`src/hw/rtl/lcdt_pkg.sv`:
```
`timescale 1ns / 1ps
// ----------------------------------------------------------------------------
// lcdt_pkg
// Shared types, register codes and timing constants for the LCD mode and
// scanline timing sequencer.
// ----------------------------------------------------------------------------
package lcdt_pkg;

    // item command codes
    localparam logic CMD_ADVANCE = 1'b0;
    localparam logic CMD_WRITE   = 1'b1;

    // register select codes
    localparam logic [1:0] REG_CONTROL = 2'd0;
    localparam logic [1:0] REG_STATUS  = 2'd1;
    localparam logic [1:0] REG_LINE    = 2'd2;
    localparam logic [1:0] REG_COMPARE = 2'd3;

    // display modes
    localparam logic [1:0] MODE_LINE_BLANK  = 2'd0;
    localparam logic [1:0] MODE_FRAME_BLANK = 2'd1;
    localparam logic [1:0] MODE_OAM         = 2'd2;
    localparam logic [1:0] MODE_XFER        = 2'd3;

    // status register bit positions
    localparam int STAT_COINC     = 2;
    localparam int STAT_HBLANK_EN = 3;
    localparam int STAT_VBLANK_EN = 4;
    localparam int STAT_OAM_EN    = 5;
    localparam int STAT_COINC_EN  = 6;
    localparam logic [7:0] STAT_KEEP_MASK  = 8'h87;
    localparam logic [7:0] STAT_WRITE_MASK = 8'h78;
    localparam logic [7:0] STAT_WRITTEN    = 8'h80;

    // control register
    localparam int         CTRL_ENABLE   = 7;
    localparam logic [7:0] CTRL_ENABLE_M = 8'h80;
    localparam logic [7:0] CTRL_RESET    = 8'h91;
    localparam logic [7:0] STAT_RESET    = 8'h06;

    // mode budgets in ticks
    localparam logic signed [15:0] OAM_TICKS    = 16'sd80;
    localparam logic signed [15:0] XFER_TICKS   = 16'sd172;
    localparam logic signed [15:0] HBLANK_TICKS = 16'sd204;
    localparam logic signed [15:0] VBLANK_TICKS = 16'sd4560;
    localparam int                 LINE_TICKS   = 456;

    // tick budget limits (14 bit signed)
    localparam logic signed [15:0] BUDGET_MAX = 16'sd8191;
    localparam logic signed [15:0] BUDGET_MIN = -16'sd8192;
    localparam logic signed [13:0] ENABLE_START = -14'sd4;

    // line numbers
    localparam logic [7:0] LAST_VISIBLE_LINE = 8'd143;
    localparam logic [7:0] FIRST_VBLANK_LINE = 8'd144;

    typedef logic signed [13:0] budget_t;
    typedef logic signed [9:0]  line_ticks_t;

    typedef struct packed {
        logic       command;
        logic [1:0] reg_select;
        logic [7:0] write_data;
        logic [7:0] tick_count;
    } item_t;

    typedef struct packed {
        logic [7:0] status_value;
        logic [7:0] line_value;
        logic [7:0] control_value;
        logic       vblank_request;
        logic       lcd_stat_request;
        logic       vram_locked;
        logic       oam_locked;
    } result_t;

    // saturating add into the 14 bit tick budget
    function automatic budget_t sat_add(input budget_t a, input logic signed [15:0] d);
        logic signed [15:0] s;
        s = $signed({{2{a[13]}}, a}) + d;
        if (s > BUDGET_MAX)
        begin
            return BUDGET_MAX[13:0];
        end
        else if (s < BUDGET_MIN)
        begin
            return BUDGET_MIN[13:0];
        end
        return s[13:0];
    endfunction

endpackage

```
`src/hw/rtl/lcdt_if.sv`:
```
`timescale 1ns / 1ps
// ----------------------------------------------------------------------------
// lcdt_if
// Valid/ready channels for sequencer requests and results.
// ----------------------------------------------------------------------------
interface lcdt_item_if;
    logic       valid;
    logic       ready;
    logic       command;
    logic [1:0] reg_select;
    logic [7:0] write_data;
    logic [7:0] tick_count;

    modport source (output valid, command, reg_select, write_data, tick_count,
                    input ready);
    modport sink (input valid, command, reg_select, write_data, tick_count,
                  output ready);
endinterface

interface lcdt_result_if;
    logic       valid;
    logic       ready;
    logic [7:0] status_value;
    logic [7:0] line_value;
    logic [7:0] control_value;
    logic       vblank_request;
    logic       lcd_stat_request;
    logic       vram_locked;
    logic       oam_locked;

    modport source (output valid, status_value, line_value, control_value,
                    vblank_request, lcd_stat_request, vram_locked, oam_locked,
                    input ready);
    modport sink (input valid, status_value, line_value, control_value,
                  vblank_request, lcd_stat_request, vram_locked, oam_locked,
                  output ready);
endinterface

```
`src/hw/rtl/lcd_mode_timing_sequencer_unit.sv`:
```
`timescale 1ns / 1ps
// ----------------------------------------------------------------------------
// lcd_mode_timing_sequencer_unit
// LCD mode and scanline timing sequencer: advances display time or writes
// control, status, line counter and line compare, one request at a time.
// ----------------------------------------------------------------------------
//  channel  | direction | carries
//  ---------+-----------+----------------------------------------------------
//  item     | in        | command, reg_select, write_data, tick_count
//  result   | out       | status, line, control, interrupt requests, locks
//
//  one request per cycle sustained while results are taken; a request
//  passes the request register, then its result the result register
//  reset: display on, oam search with 80 ticks, LY 0, control 0x91,
//  status 0x06
//  a stalled result holds in its register; the request register still
//  fills, then ready drops until the result is taken
// ----------------------------------------------------------------------------
module lcd_mode_timing_sequencer_unit
    import lcdt_pkg::*;
(
    input  logic          clk,
    input  logic          rst_n,
    lcdt_item_if.sink     item,
    lcdt_result_if.source result
);

    logic    item_valid_reg, item_valid_next;
    item_t   item_reg;
    logic    res_valid_reg, res_valid_next;
    result_t res_reg;
    result_t seq_res;
    logic    step;
    logic    take;

    // handshake
    assign step       = item_valid_reg && (!res_valid_reg || result.ready);
    assign item.ready = !item_valid_reg || step;
    assign take       = item.valid && item.ready;

    always_comb
    begin
        item_valid_next = item_valid_reg;
        if (take)
        begin
            item_valid_next = 1'b1;
        end
        else if (step)
        begin
            item_valid_next = 1'b0;
        end

        res_valid_next = res_valid_reg;
        if (step)
        begin
            res_valid_next = 1'b1;
        end
        else if (result.ready)
        begin
            res_valid_next = 1'b0;
        end
    end

    always_ff @(posedge clk or negedge rst_n)
    begin
        if (!rst_n)
        begin
            item_valid_reg <= 1'b0;
            res_valid_reg  <= 1'b0;
        end
        else
        begin
            item_valid_reg <= item_valid_next;
            res_valid_reg  <= res_valid_next;
        end
    end

    // request and result payload
    always_ff @(posedge clk)
    begin
        if (take)
        begin
            item_reg.command    <= item.command;
            item_reg.reg_select <= item.reg_select;
            item_reg.write_data <= item.write_data;
            item_reg.tick_count <= item.tick_count;
        end
        if (step)
        begin
            res_reg <= seq_res;
        end
    end

    // sequencer state and next-state logic
    lcdt_seq u_seq
    (
        .clk   (clk),
        .rst_n (rst_n),
        .step  (step),
        .cur   (item_reg),
        .res   (seq_res)
    );

    // result port
    assign result.valid            = res_valid_reg;
    assign result.status_value     = res_reg.status_value;
    assign result.line_value       = res_reg.line_value;
    assign result.control_value    = res_reg.control_value;
    assign result.vblank_request   = res_reg.vblank_request;
    assign result.lcd_stat_request = res_reg.lcd_stat_request;
    assign result.vram_locked      = res_reg.vram_locked;
    assign result.oam_locked       = res_reg.oam_locked;

endmodule

```
`src/hw/rtl/lcdt_line_rem.sv`:
```
`timescale 1ns / 1ps
// ----------------------------------------------------------------------------
// lcdt_line_rem
// Remainder of the vblank tick budget by the line length, truncated toward
// zero, with a zero remainder mapped to a full line.
// ----------------------------------------------------------------------------
module lcdt_line_rem
    import lcdt_pkg::*;
(
    input  budget_t     budget,
    output line_ticks_t line_ticks
);

    localparam int MAX_MULT = 8192 / LINE_TICKS;

    logic [13:0] mag;
    logic [13:0] sub;
    logic [8:0]  rem;

    // magnitude, then the largest line multiple not above it
    always_comb
    begin
        mag = budget[13] ? 14'(-budget) : budget;
        sub = '0;
        for (int k = 1; k <= MAX_MULT; k++)
        begin
            if (mag >= 14'(k * LINE_TICKS))
            begin
                sub = 14'(k * LINE_TICKS);
            end
        end
        rem = 9'(mag - sub);
    end

    // restore sign, empty remainder gives a full line
    always_comb
    begin
        if (rem == 9'd0)
        begin
            line_ticks = 10'(LINE_TICKS);
        end
        else if (budget[13])
        begin
            line_ticks = -$signed({1'b0, rem});
        end
        else
        begin
            line_ticks = $signed({1'b0, rem});
        end
    end

endmodule

```
`src/hw/rtl/lcdt_seq.sv`:
```
`timescale 1ns / 1ps
// ----------------------------------------------------------------------------
// lcdt_seq
// Mode and scanline state with the single-pass next-state logic for one
// advance or register write request.
// ----------------------------------------------------------------------------
module lcdt_seq
    import lcdt_pkg::*;
(
    input  logic    clk,
    input  logic    rst_n,
    input  logic    step,
    input  item_t   cur,
    output result_t res
);

    logic        disp_reg,  disp_next;
    logic [1:0]  mode_reg,  mode_next;
    logic [7:0]  line_reg,  line_next;
    logic [7:0]  lyc_reg,   lyc_next;
    logic [7:0]  ctrl_reg,  ctrl_next;
    logic [7:0]  stat_reg,  stat_next;
    budget_t     mtl_reg,   mtl_next;
    line_ticks_t vl_reg,    vl_next;

    logic               vbreq;
    logic               streq;
    logic signed [15:0] neg_ticks;
    logic signed [10:0] vl_dec;
    logic signed [10:0] vl_wrap;
    budget_t            vbl_budget;
    line_ticks_t        vbl_line_ticks;

    // operands shared by the advance paths
    assign neg_ticks  = -$signed({8'h00, cur.tick_count});
    assign vl_dec     = $signed({vl_reg[9], vl_reg}) - $signed({3'b000, cur.tick_count});
    assign vl_wrap    = vl_dec + 11'(LINE_TICKS);
    assign vbl_budget = sat_add(sat_add(mtl_reg, neg_ticks), VBLANK_TICKS);

    lcdt_line_rem u_line_rem
    (
        .budget     (vbl_budget),
        .line_ticks (vbl_line_ticks)
    );

    // next state for one request
    always_comb
    begin
        disp_next = disp_reg;
        mode_next = mode_reg;
        line_next = line_reg;
        lyc_next  = lyc_reg;
        ctrl_next = ctrl_reg;
        stat_next = stat_reg;
        mtl_next  = mtl_reg;
        vl_next   = vl_reg;
        vbreq     = 1'b0;
        streq     = 1'b0;

        if (cur.command == CMD_ADVANCE)
        begin
            if (disp_reg)
            begin
                // vblank line stepping
                if (mode_reg == MODE_FRAME_BLANK)
                begin
                    if (vl_dec <= 11'sd0)
                    begin
                        line_next = line_next + 8'd1;
                        vl_next   = vl_wrap[9:0];
                        stat_next[STAT_COINC] = (line_next == lyc_reg);
                        streq = streq | ((line_next == lyc_reg) & stat_next[STAT_COINC_EN]);
                    end
                    else
                    begin
                        vl_next = vl_dec[9:0];
                    end
                end

                // mode budget and transition
                mtl_next = sat_add(mtl_reg, neg_ticks);
                if (mtl_next <= 14'sd0)
                begin
                    case (mode_reg)
                        MODE_OAM:
                        begin
                            mtl_next  = sat_add(mtl_next, XFER_TICKS);
                            mode_next = MODE_XFER;
                        end
                        MODE_XFER:
                        begin
                            mtl_next  = sat_add(mtl_next, HBLANK_TICKS);
                            mode_next = MODE_LINE_BLANK;
                            streq     = streq | stat_next[STAT_HBLANK_EN];
                        end
                        default:
                        begin
                            if (line_next == LAST_VISIBLE_LINE)
                            begin
                                mtl_next  = vbl_budget;
                                line_next = FIRST_VBLANK_LINE;
                                stat_next[STAT_COINC] = (line_next == lyc_reg);
                                streq = streq | ((line_next == lyc_reg)
                                                 & stat_next[STAT_COINC_EN]);
                                vl_next   = vbl_line_ticks;
                                mode_next = MODE_FRAME_BLANK;
                                vbreq     = 1'b1;
                                streq     = streq | stat_next[STAT_VBLANK_EN];
                            end
                            else
                            begin
                                mtl_next  = sat_add(mtl_next, OAM_TICKS);
                                line_next = line_next + 8'd1;
                                if (line_next >= FIRST_VBLANK_LINE)
                                begin
                                    line_next = '0;
                                end
                                stat_next[STAT_COINC] = (line_next == lyc_reg);
                                streq = streq | ((line_next == lyc_reg)
                                                 & stat_next[STAT_COINC_EN]);
                                mode_next = MODE_OAM;
                                streq     = streq | stat_next[STAT_OAM_EN];
                            end
                        end
                    endcase
                end
            end
        end
        else
        begin
            case (cur.reg_select)
                REG_CONTROL:
                begin
                    ctrl_next = cur.write_data;
                    if (cur.write_data[CTRL_ENABLE])
                    begin
                        // enable from off starts line 0 oam search
                        if (!disp_reg)
                        begin
                            mtl_next  = sat_add(ENABLE_START, OAM_TICKS);
                            line_next = '0;
                            mode_next = MODE_OAM;
                            streq     = streq | stat_next[STAT_OAM_EN];
                        end
                        disp_next = 1'b1;
                    end
                    else if (mode_reg == MODE_FRAME_BLANK)
                    begin
                        // disable only takes effect in vblank
                        mode_next = MODE_LINE_BLANK;
                        streq     = streq | stat_next[STAT_HBLANK_EN];
                        line_next = '0;
                        mtl_next  = '0;
                        if (disp_reg)
                        begin
                            stat_next[STAT_COINC] = (lyc_reg == 8'd0);
                            streq = streq | ((lyc_reg == 8'd0) & stat_next[STAT_COINC_EN]);
                        end
                        disp_next = 1'b0;
                    end
                end
                REG_STATUS:
                begin
                    if (cur.write_data[STAT_COINC])
                    begin
                        stat_next[STAT_COINC] = 1'b0;
                    end
                    stat_next = (stat_next & STAT_KEEP_MASK)
                              | (cur.write_data & STAT_WRITE_MASK) | STAT_WRITTEN;
                    if (disp_reg)
                    begin
                        stat_next[STAT_COINC] = (line_reg == lyc_reg);
                        streq = streq | ((line_reg == lyc_reg) & stat_next[STAT_COINC_EN]);
                    end
                end
                REG_LINE:
                begin
                    // forced disable through hblank, then enable at line 0
                    ctrl_next = ctrl_reg | CTRL_ENABLE_M;
                    streq     = streq | stat_next[STAT_HBLANK_EN];
                    if (disp_reg)
                    begin
                        stat_next[STAT_COINC] = (lyc_reg == 8'd0);
                        streq = streq | ((lyc_reg == 8'd0) & stat_next[STAT_COINC_EN]);
                    end
                    mtl_next  = sat_add(ENABLE_START, OAM_TICKS);
                    line_next = '0;
                    mode_next = MODE_OAM;
                    streq     = streq | stat_next[STAT_OAM_EN];
                    disp_next = 1'b1;
                end
                REG_COMPARE:
                begin
                    lyc_next = cur.write_data;
                end
                default:
                begin
                    lyc_next = lyc_reg;
                end
            endcase
        end

        // mode bits track the mode
        stat_next[1:0] = mode_next;
    end

    // result of this request
    always_comb
    begin
        res.status_value     = stat_next;
        res.line_value       = line_next;
        res.control_value    = ctrl_next;
        res.vblank_request   = vbreq;
        res.lcd_stat_request = streq;
        res.vram_locked      = (mode_next == MODE_XFER);
        res.oam_locked       = (mode_next == MODE_XFER) || (mode_next == MODE_OAM);
    end

    // state registers
    always_ff @(posedge clk or negedge rst_n)
    begin
        if (!rst_n)
        begin
            disp_reg <= 1'b1;
            mode_reg <= MODE_OAM;
            line_reg <= '0;
            lyc_reg  <= '0;
            ctrl_reg <= CTRL_RESET;
            stat_reg <= STAT_RESET;
            mtl_reg  <= OAM_TICKS[13:0];
            vl_reg   <= '0;
        end
        else if (step)
        begin
            disp_reg <= disp_next;
            mode_reg <= mode_next;
            line_reg <= line_next;
            lyc_reg  <= lyc_next;
            ctrl_reg <= ctrl_next;
            stat_reg <= stat_next;
            mtl_reg  <= mtl_next;
            vl_reg   <= vl_next;
        end
    end

endmodule
```
`src/flat_wrapper.sv`:
```
// flat-port wrapper written by rule: the top's interface ports become plain ports
module lcd_mode_timing_sequencer_unit_flat import lcdt_pkg::*;
  (clk, rst_n, item_valid, item_command, item_reg_select, item_write_data, item_tick_count, item_ready, result_valid, result_status_value, result_line_value, result_control_value, result_vblank_request, result_lcd_stat_request, result_vram_locked, result_oam_locked, result_ready);
  lcdt_item_if item_i ();
  lcdt_result_if result_i ();
  input  logic clk;
  input  logic rst_n;
  input wire logic [$bits(item_i.valid)-1:0] item_valid;
  input wire logic [$bits(item_i.command)-1:0] item_command;
  input wire logic [$bits(item_i.reg_select)-1:0] item_reg_select;
  input wire logic [$bits(item_i.write_data)-1:0] item_write_data;
  input wire logic [$bits(item_i.tick_count)-1:0] item_tick_count;
  output wire logic [$bits(item_i.ready)-1:0] item_ready;
  output wire logic [$bits(result_i.valid)-1:0] result_valid;
  output wire logic [$bits(result_i.status_value)-1:0] result_status_value;
  output wire logic [$bits(result_i.line_value)-1:0] result_line_value;
  output wire logic [$bits(result_i.control_value)-1:0] result_control_value;
  output wire logic [$bits(result_i.vblank_request)-1:0] result_vblank_request;
  output wire logic [$bits(result_i.lcd_stat_request)-1:0] result_lcd_stat_request;
  output wire logic [$bits(result_i.vram_locked)-1:0] result_vram_locked;
  output wire logic [$bits(result_i.oam_locked)-1:0] result_oam_locked;
  input wire logic [$bits(result_i.ready)-1:0] result_ready;
  assign item_i.valid = item_valid;
  assign item_i.command = item_command;
  assign item_i.reg_select = item_reg_select;
  assign item_i.write_data = item_write_data;
  assign item_i.tick_count = item_tick_count;
  assign item_ready = item_i.ready;
  assign result_valid = result_i.valid;
  assign result_status_value = result_i.status_value;
  assign result_line_value = result_i.line_value;
  assign result_control_value = result_i.control_value;
  assign result_vblank_request = result_i.vblank_request;
  assign result_lcd_stat_request = result_i.lcd_stat_request;
  assign result_vram_locked = result_i.vram_locked;
  assign result_oam_locked = result_i.oam_locked;
  assign result_i.ready = result_ready;
  lcd_mode_timing_sequencer_unit u_core (.clk(clk), .rst_n(rst_n), .item(item_i), .result(result_i));
endmodule
```
`config.mk`:
```
export PLATFORM = sky130hd
export DESIGN_NAME = lcd_mode_timing_sequencer_unit_flat
export DESIGN_NICKNAME = d
export VERILOG_FILES = /design/src/hw/rtl/lcdt_pkg.sv /design/src/hw/rtl/lcdt_if.sv /design/src/hw/rtl/lcd_mode_timing_sequencer_unit.sv /design/src/hw/rtl/lcdt_line_rem.sv /design/src/hw/rtl/lcdt_seq.sv /design/src/flat_wrapper.sv
export SDC_FILE = /design/constraint.sdc
export NUM_CORES = 1
export LEC_CHECK = 0
export ABC_AREA = 1
export BUFFER_PORTS_ARGS = -buffer_cell sky130_fd_sc_hd__buf_2
export CAP_MARGIN = 20
export CORE_ASPECT_RATIO = 1.2
export CORE_MARGIN = 8
export CORE_UTILIZATION = 40
export DETAILED_ROUTE_END_ITERATION = 10
export PLACE_DENSITY_LB_ADDON = 0.25
export SLEW_MARGIN = 20
export SYNTH_ARGS = -nofsm -noshare
export SYNTH_HDL_FRONTEND = slang
export SYNTH_SLANG_ARGS = --single-unit
export TNS_END_PERCENT = 5
```
`constraint.sdc`:
```
create_clock -name clk -period 7.1 [get_ports clk]
set_clock_uncertainty 0.15 [all_clocks]
set_input_delay 0 -clock clk [delete_from_list [all_inputs] [get_ports clk]]
set_output_delay 0 -clock clk [all_outputs]
set_load 0.01 [all_outputs]
```
==> flow_summary.ini <==
[place]
pre_cts_slack_ns = -0.530
place.gp.congestion = 0.953
dp_hpwl_um = 26200
port_buffers = 52

[route]
ant_nets = 0
wire_per_inst_um = 16.6
drc = 0
dr.first_iter.drc_count = 673
drtPass1Iterations = 5
wl_um = 33400
vias = 10600
viasPerCell = 5.29

[floorplanning]
fp.dieW_um = 158
die_area_mm2 = 0.0296
start_util_pct = 40.7
std_cell_rows = 62
core_area_mm2 = 0.0239
die_h_um = 187
ios = 53

[grt]
gr-total-overflow = 0
antenna_found_initial = 0
grt_first_pass_wirelength_um = 52400
grt_max_degree = 60
gr-usage-all-layers_pct = 22.2
first_global_vias = 10100

[synthesis]
synth_area_leaders = edfxtp_1 15%, nand2_1 13%, dfrtp_1 13%
syn-instance-count = 1405
synth.most_common_cell = nand2_1
yosys_warnings = 0
synth_top_area_cell = edfxtp_1
yosysUniqueCellTypes = 68
netlist_area_mm2 = 0.00972
synth_ff_type = dfrtp_1
avgSynthCellArea_um2 = 6.92
yosys_register_bits = 106
yosysSeqAreaShare_pct = 29.8
synthTopCellsByCount = 349 x nand2_1, 179 x inv_1, 116 x o21ai_0, 107 x nor2_1, 80 x a21oi_1
synth_nets = 1465
synth_edf_count = 47
synth_top_cell_area_share_pct = 14.5
synth-async-reset-ratio_pct = 55.7

[sta]
fin_ws_ns = -0.208
slew_viol_final = 0
worstMarginPinSlew_ns = 1.06
rsz0062_at_grt = yes
hold_viol = 0
fmax_mhz = 137
maxSlewHeadroom_pct = 28.5
period_needed_ns = 7.31
fin_crit_sh_pct = 103
setup_viol = 9

[setup_path]
crit_slowest_cell = dfstp_2
crit_path_start_kind = flop
crit_path_max_fanout = 7
crit_required_ns = 7.20
end_kind = flop
worstPathArrival_ns = 7.41
slowest_delay_ns = 0.57
crit_path_frequent_cell = nand2_1
setup.worst_path.class = flop to flop

[clocking]
clock-root-buffer = clkbuf_16
cts_buffer_depth = 2
cts_tree = done
numClockSinks = 106
clk_latency_ns = 0.37
htreeDepth = 3
numCtsBuffers = 9
clkSlewWorstSetupHoldPaths_ns = 0.09

[cells_and_area]
largest_register_ffs = 19
antenna_cells = 0
syn_to_final_growth_pct = 33.4
nets = 1749
drive_above_1_share_pct = 28.2

[worst_hold_path]
hold_path_class = input pin to flop

[run_status]
violations = negative setup slack
status = finished, violations left

[run]
maxCapViolCount = 0
[kinds of logic after synthesis]
kind of cell | after synthesis | share of synthesized area [%]
AOI/OAI and AO/OA | 299 | 18.5
xor gates and xnor gates | 77 | 7.17
adders and majority gates | 37 | 5.00
buffers and inverters | 242 | 9.79
DFF | 106 | 29.8
muxes | 1 | 0.103
and+or+nand+nor | 643 | 29.7
[cell usage in the layout, fill, tap and decap left out, types with 51 or more instances in the layout]
master and count:
nand2_1 328, inv_1 166, buf_2 52, a21oi_1 72
nand3_1 69, dfrtp_1 51, buf_4 230, xor2_1 61
nor2_1 93, o21ai_0 110
[per-layer routing]
metal	global-route usage, %	routed length (um)	vias up
met4	9.56	1430	0
met2	38.7	16600	319
met5	0	0	-
met1	27.3	14000	5006
met3	1.78	1430	75
li1	-	-	5245
[through the flow]
step           cells  utilization [%]  setup TNS (ns)  area, um2  hold slack, ns
4_1_cts         2005             53.2          -0.329      12700           0.178
6_report        2014             54.3          -0.593      13000           0.185
3_5_place_dp    1951             49.9           -4.27      11900          0.0283
2_1_floorplan   1405                -               0       9850          -0.446
5_1_grt         2014             54.3           -5.42      13000           0.176
3_3_place_gp    1951             49.9           -2.52      11900          0.0260
[path summary, 6_finish.rpt]
check,startpoint,to,slack [ns],cells after the start
setup / recovery,u_core.u_seq.mtl_reg[4]$_DFFE_PN1P_,u_core.u_seq.vl_reg[8]$_DFFE_PN0P_,-0.21,61
hold / removal,item_tick_count[7],u_core.item_reg[7]$_DFFE_PP_,0.18,2
setup reg to reg,u_core.u_seq.mtl_reg[4]$_DFFE_PN1P_,u_core.u_seq.vl_reg[8]$_DFFE_PN0P_,-0.21,61
hold reg to reg,u_core.u_seq.ctrl_reg[4]$_DFFE_PN1P_,u_core.u_seq.ctrl_reg[4]$_DFFE_PN1P_,0.32,2
max in group asynchronous,rst_n,u_core.u_seq.vl_reg[4]$_DFFE_PN0P_,6.05,3
min in group asynchronous,rst_n,u_core.u_seq.line_reg[6]$_DFFE_PN0P_,0.19,3
[worst max-delay path, delay by kind of cell (launching register included)]
kind | cells | cell delay [ns]
compound gates | 6 | 0.68
fa+ha+maj | 6 | 1.41
flops | 1 | 0.57
buf+inv | 4 | 0.23
simple gates | 44 | 3.89
xor+xnor | 1 | 0.25
[timing repair]
action,4_1_cts,5_1_grt
hold endpoints to repair,72,0
gates cloned,0,1
setup buffers,14,8
gates resized for setup,41,46
setup endpoints to repair,10,10
pin swaps,41,40
hold buffers,24,0
[layout make-up]
type	instances	area, um2
sequential	106	2900
inverter	206	783
clock buffer	9	225
clock inverter	7	91.3
fill	2366	10900
multi-input combinational	1058	6310
tap	320	400
timing repair buffer	308	2260
Power is left out: the tool's default activity adds up to more than one toggle a clock period on the data nets, which glitch-free logic cannot reach.
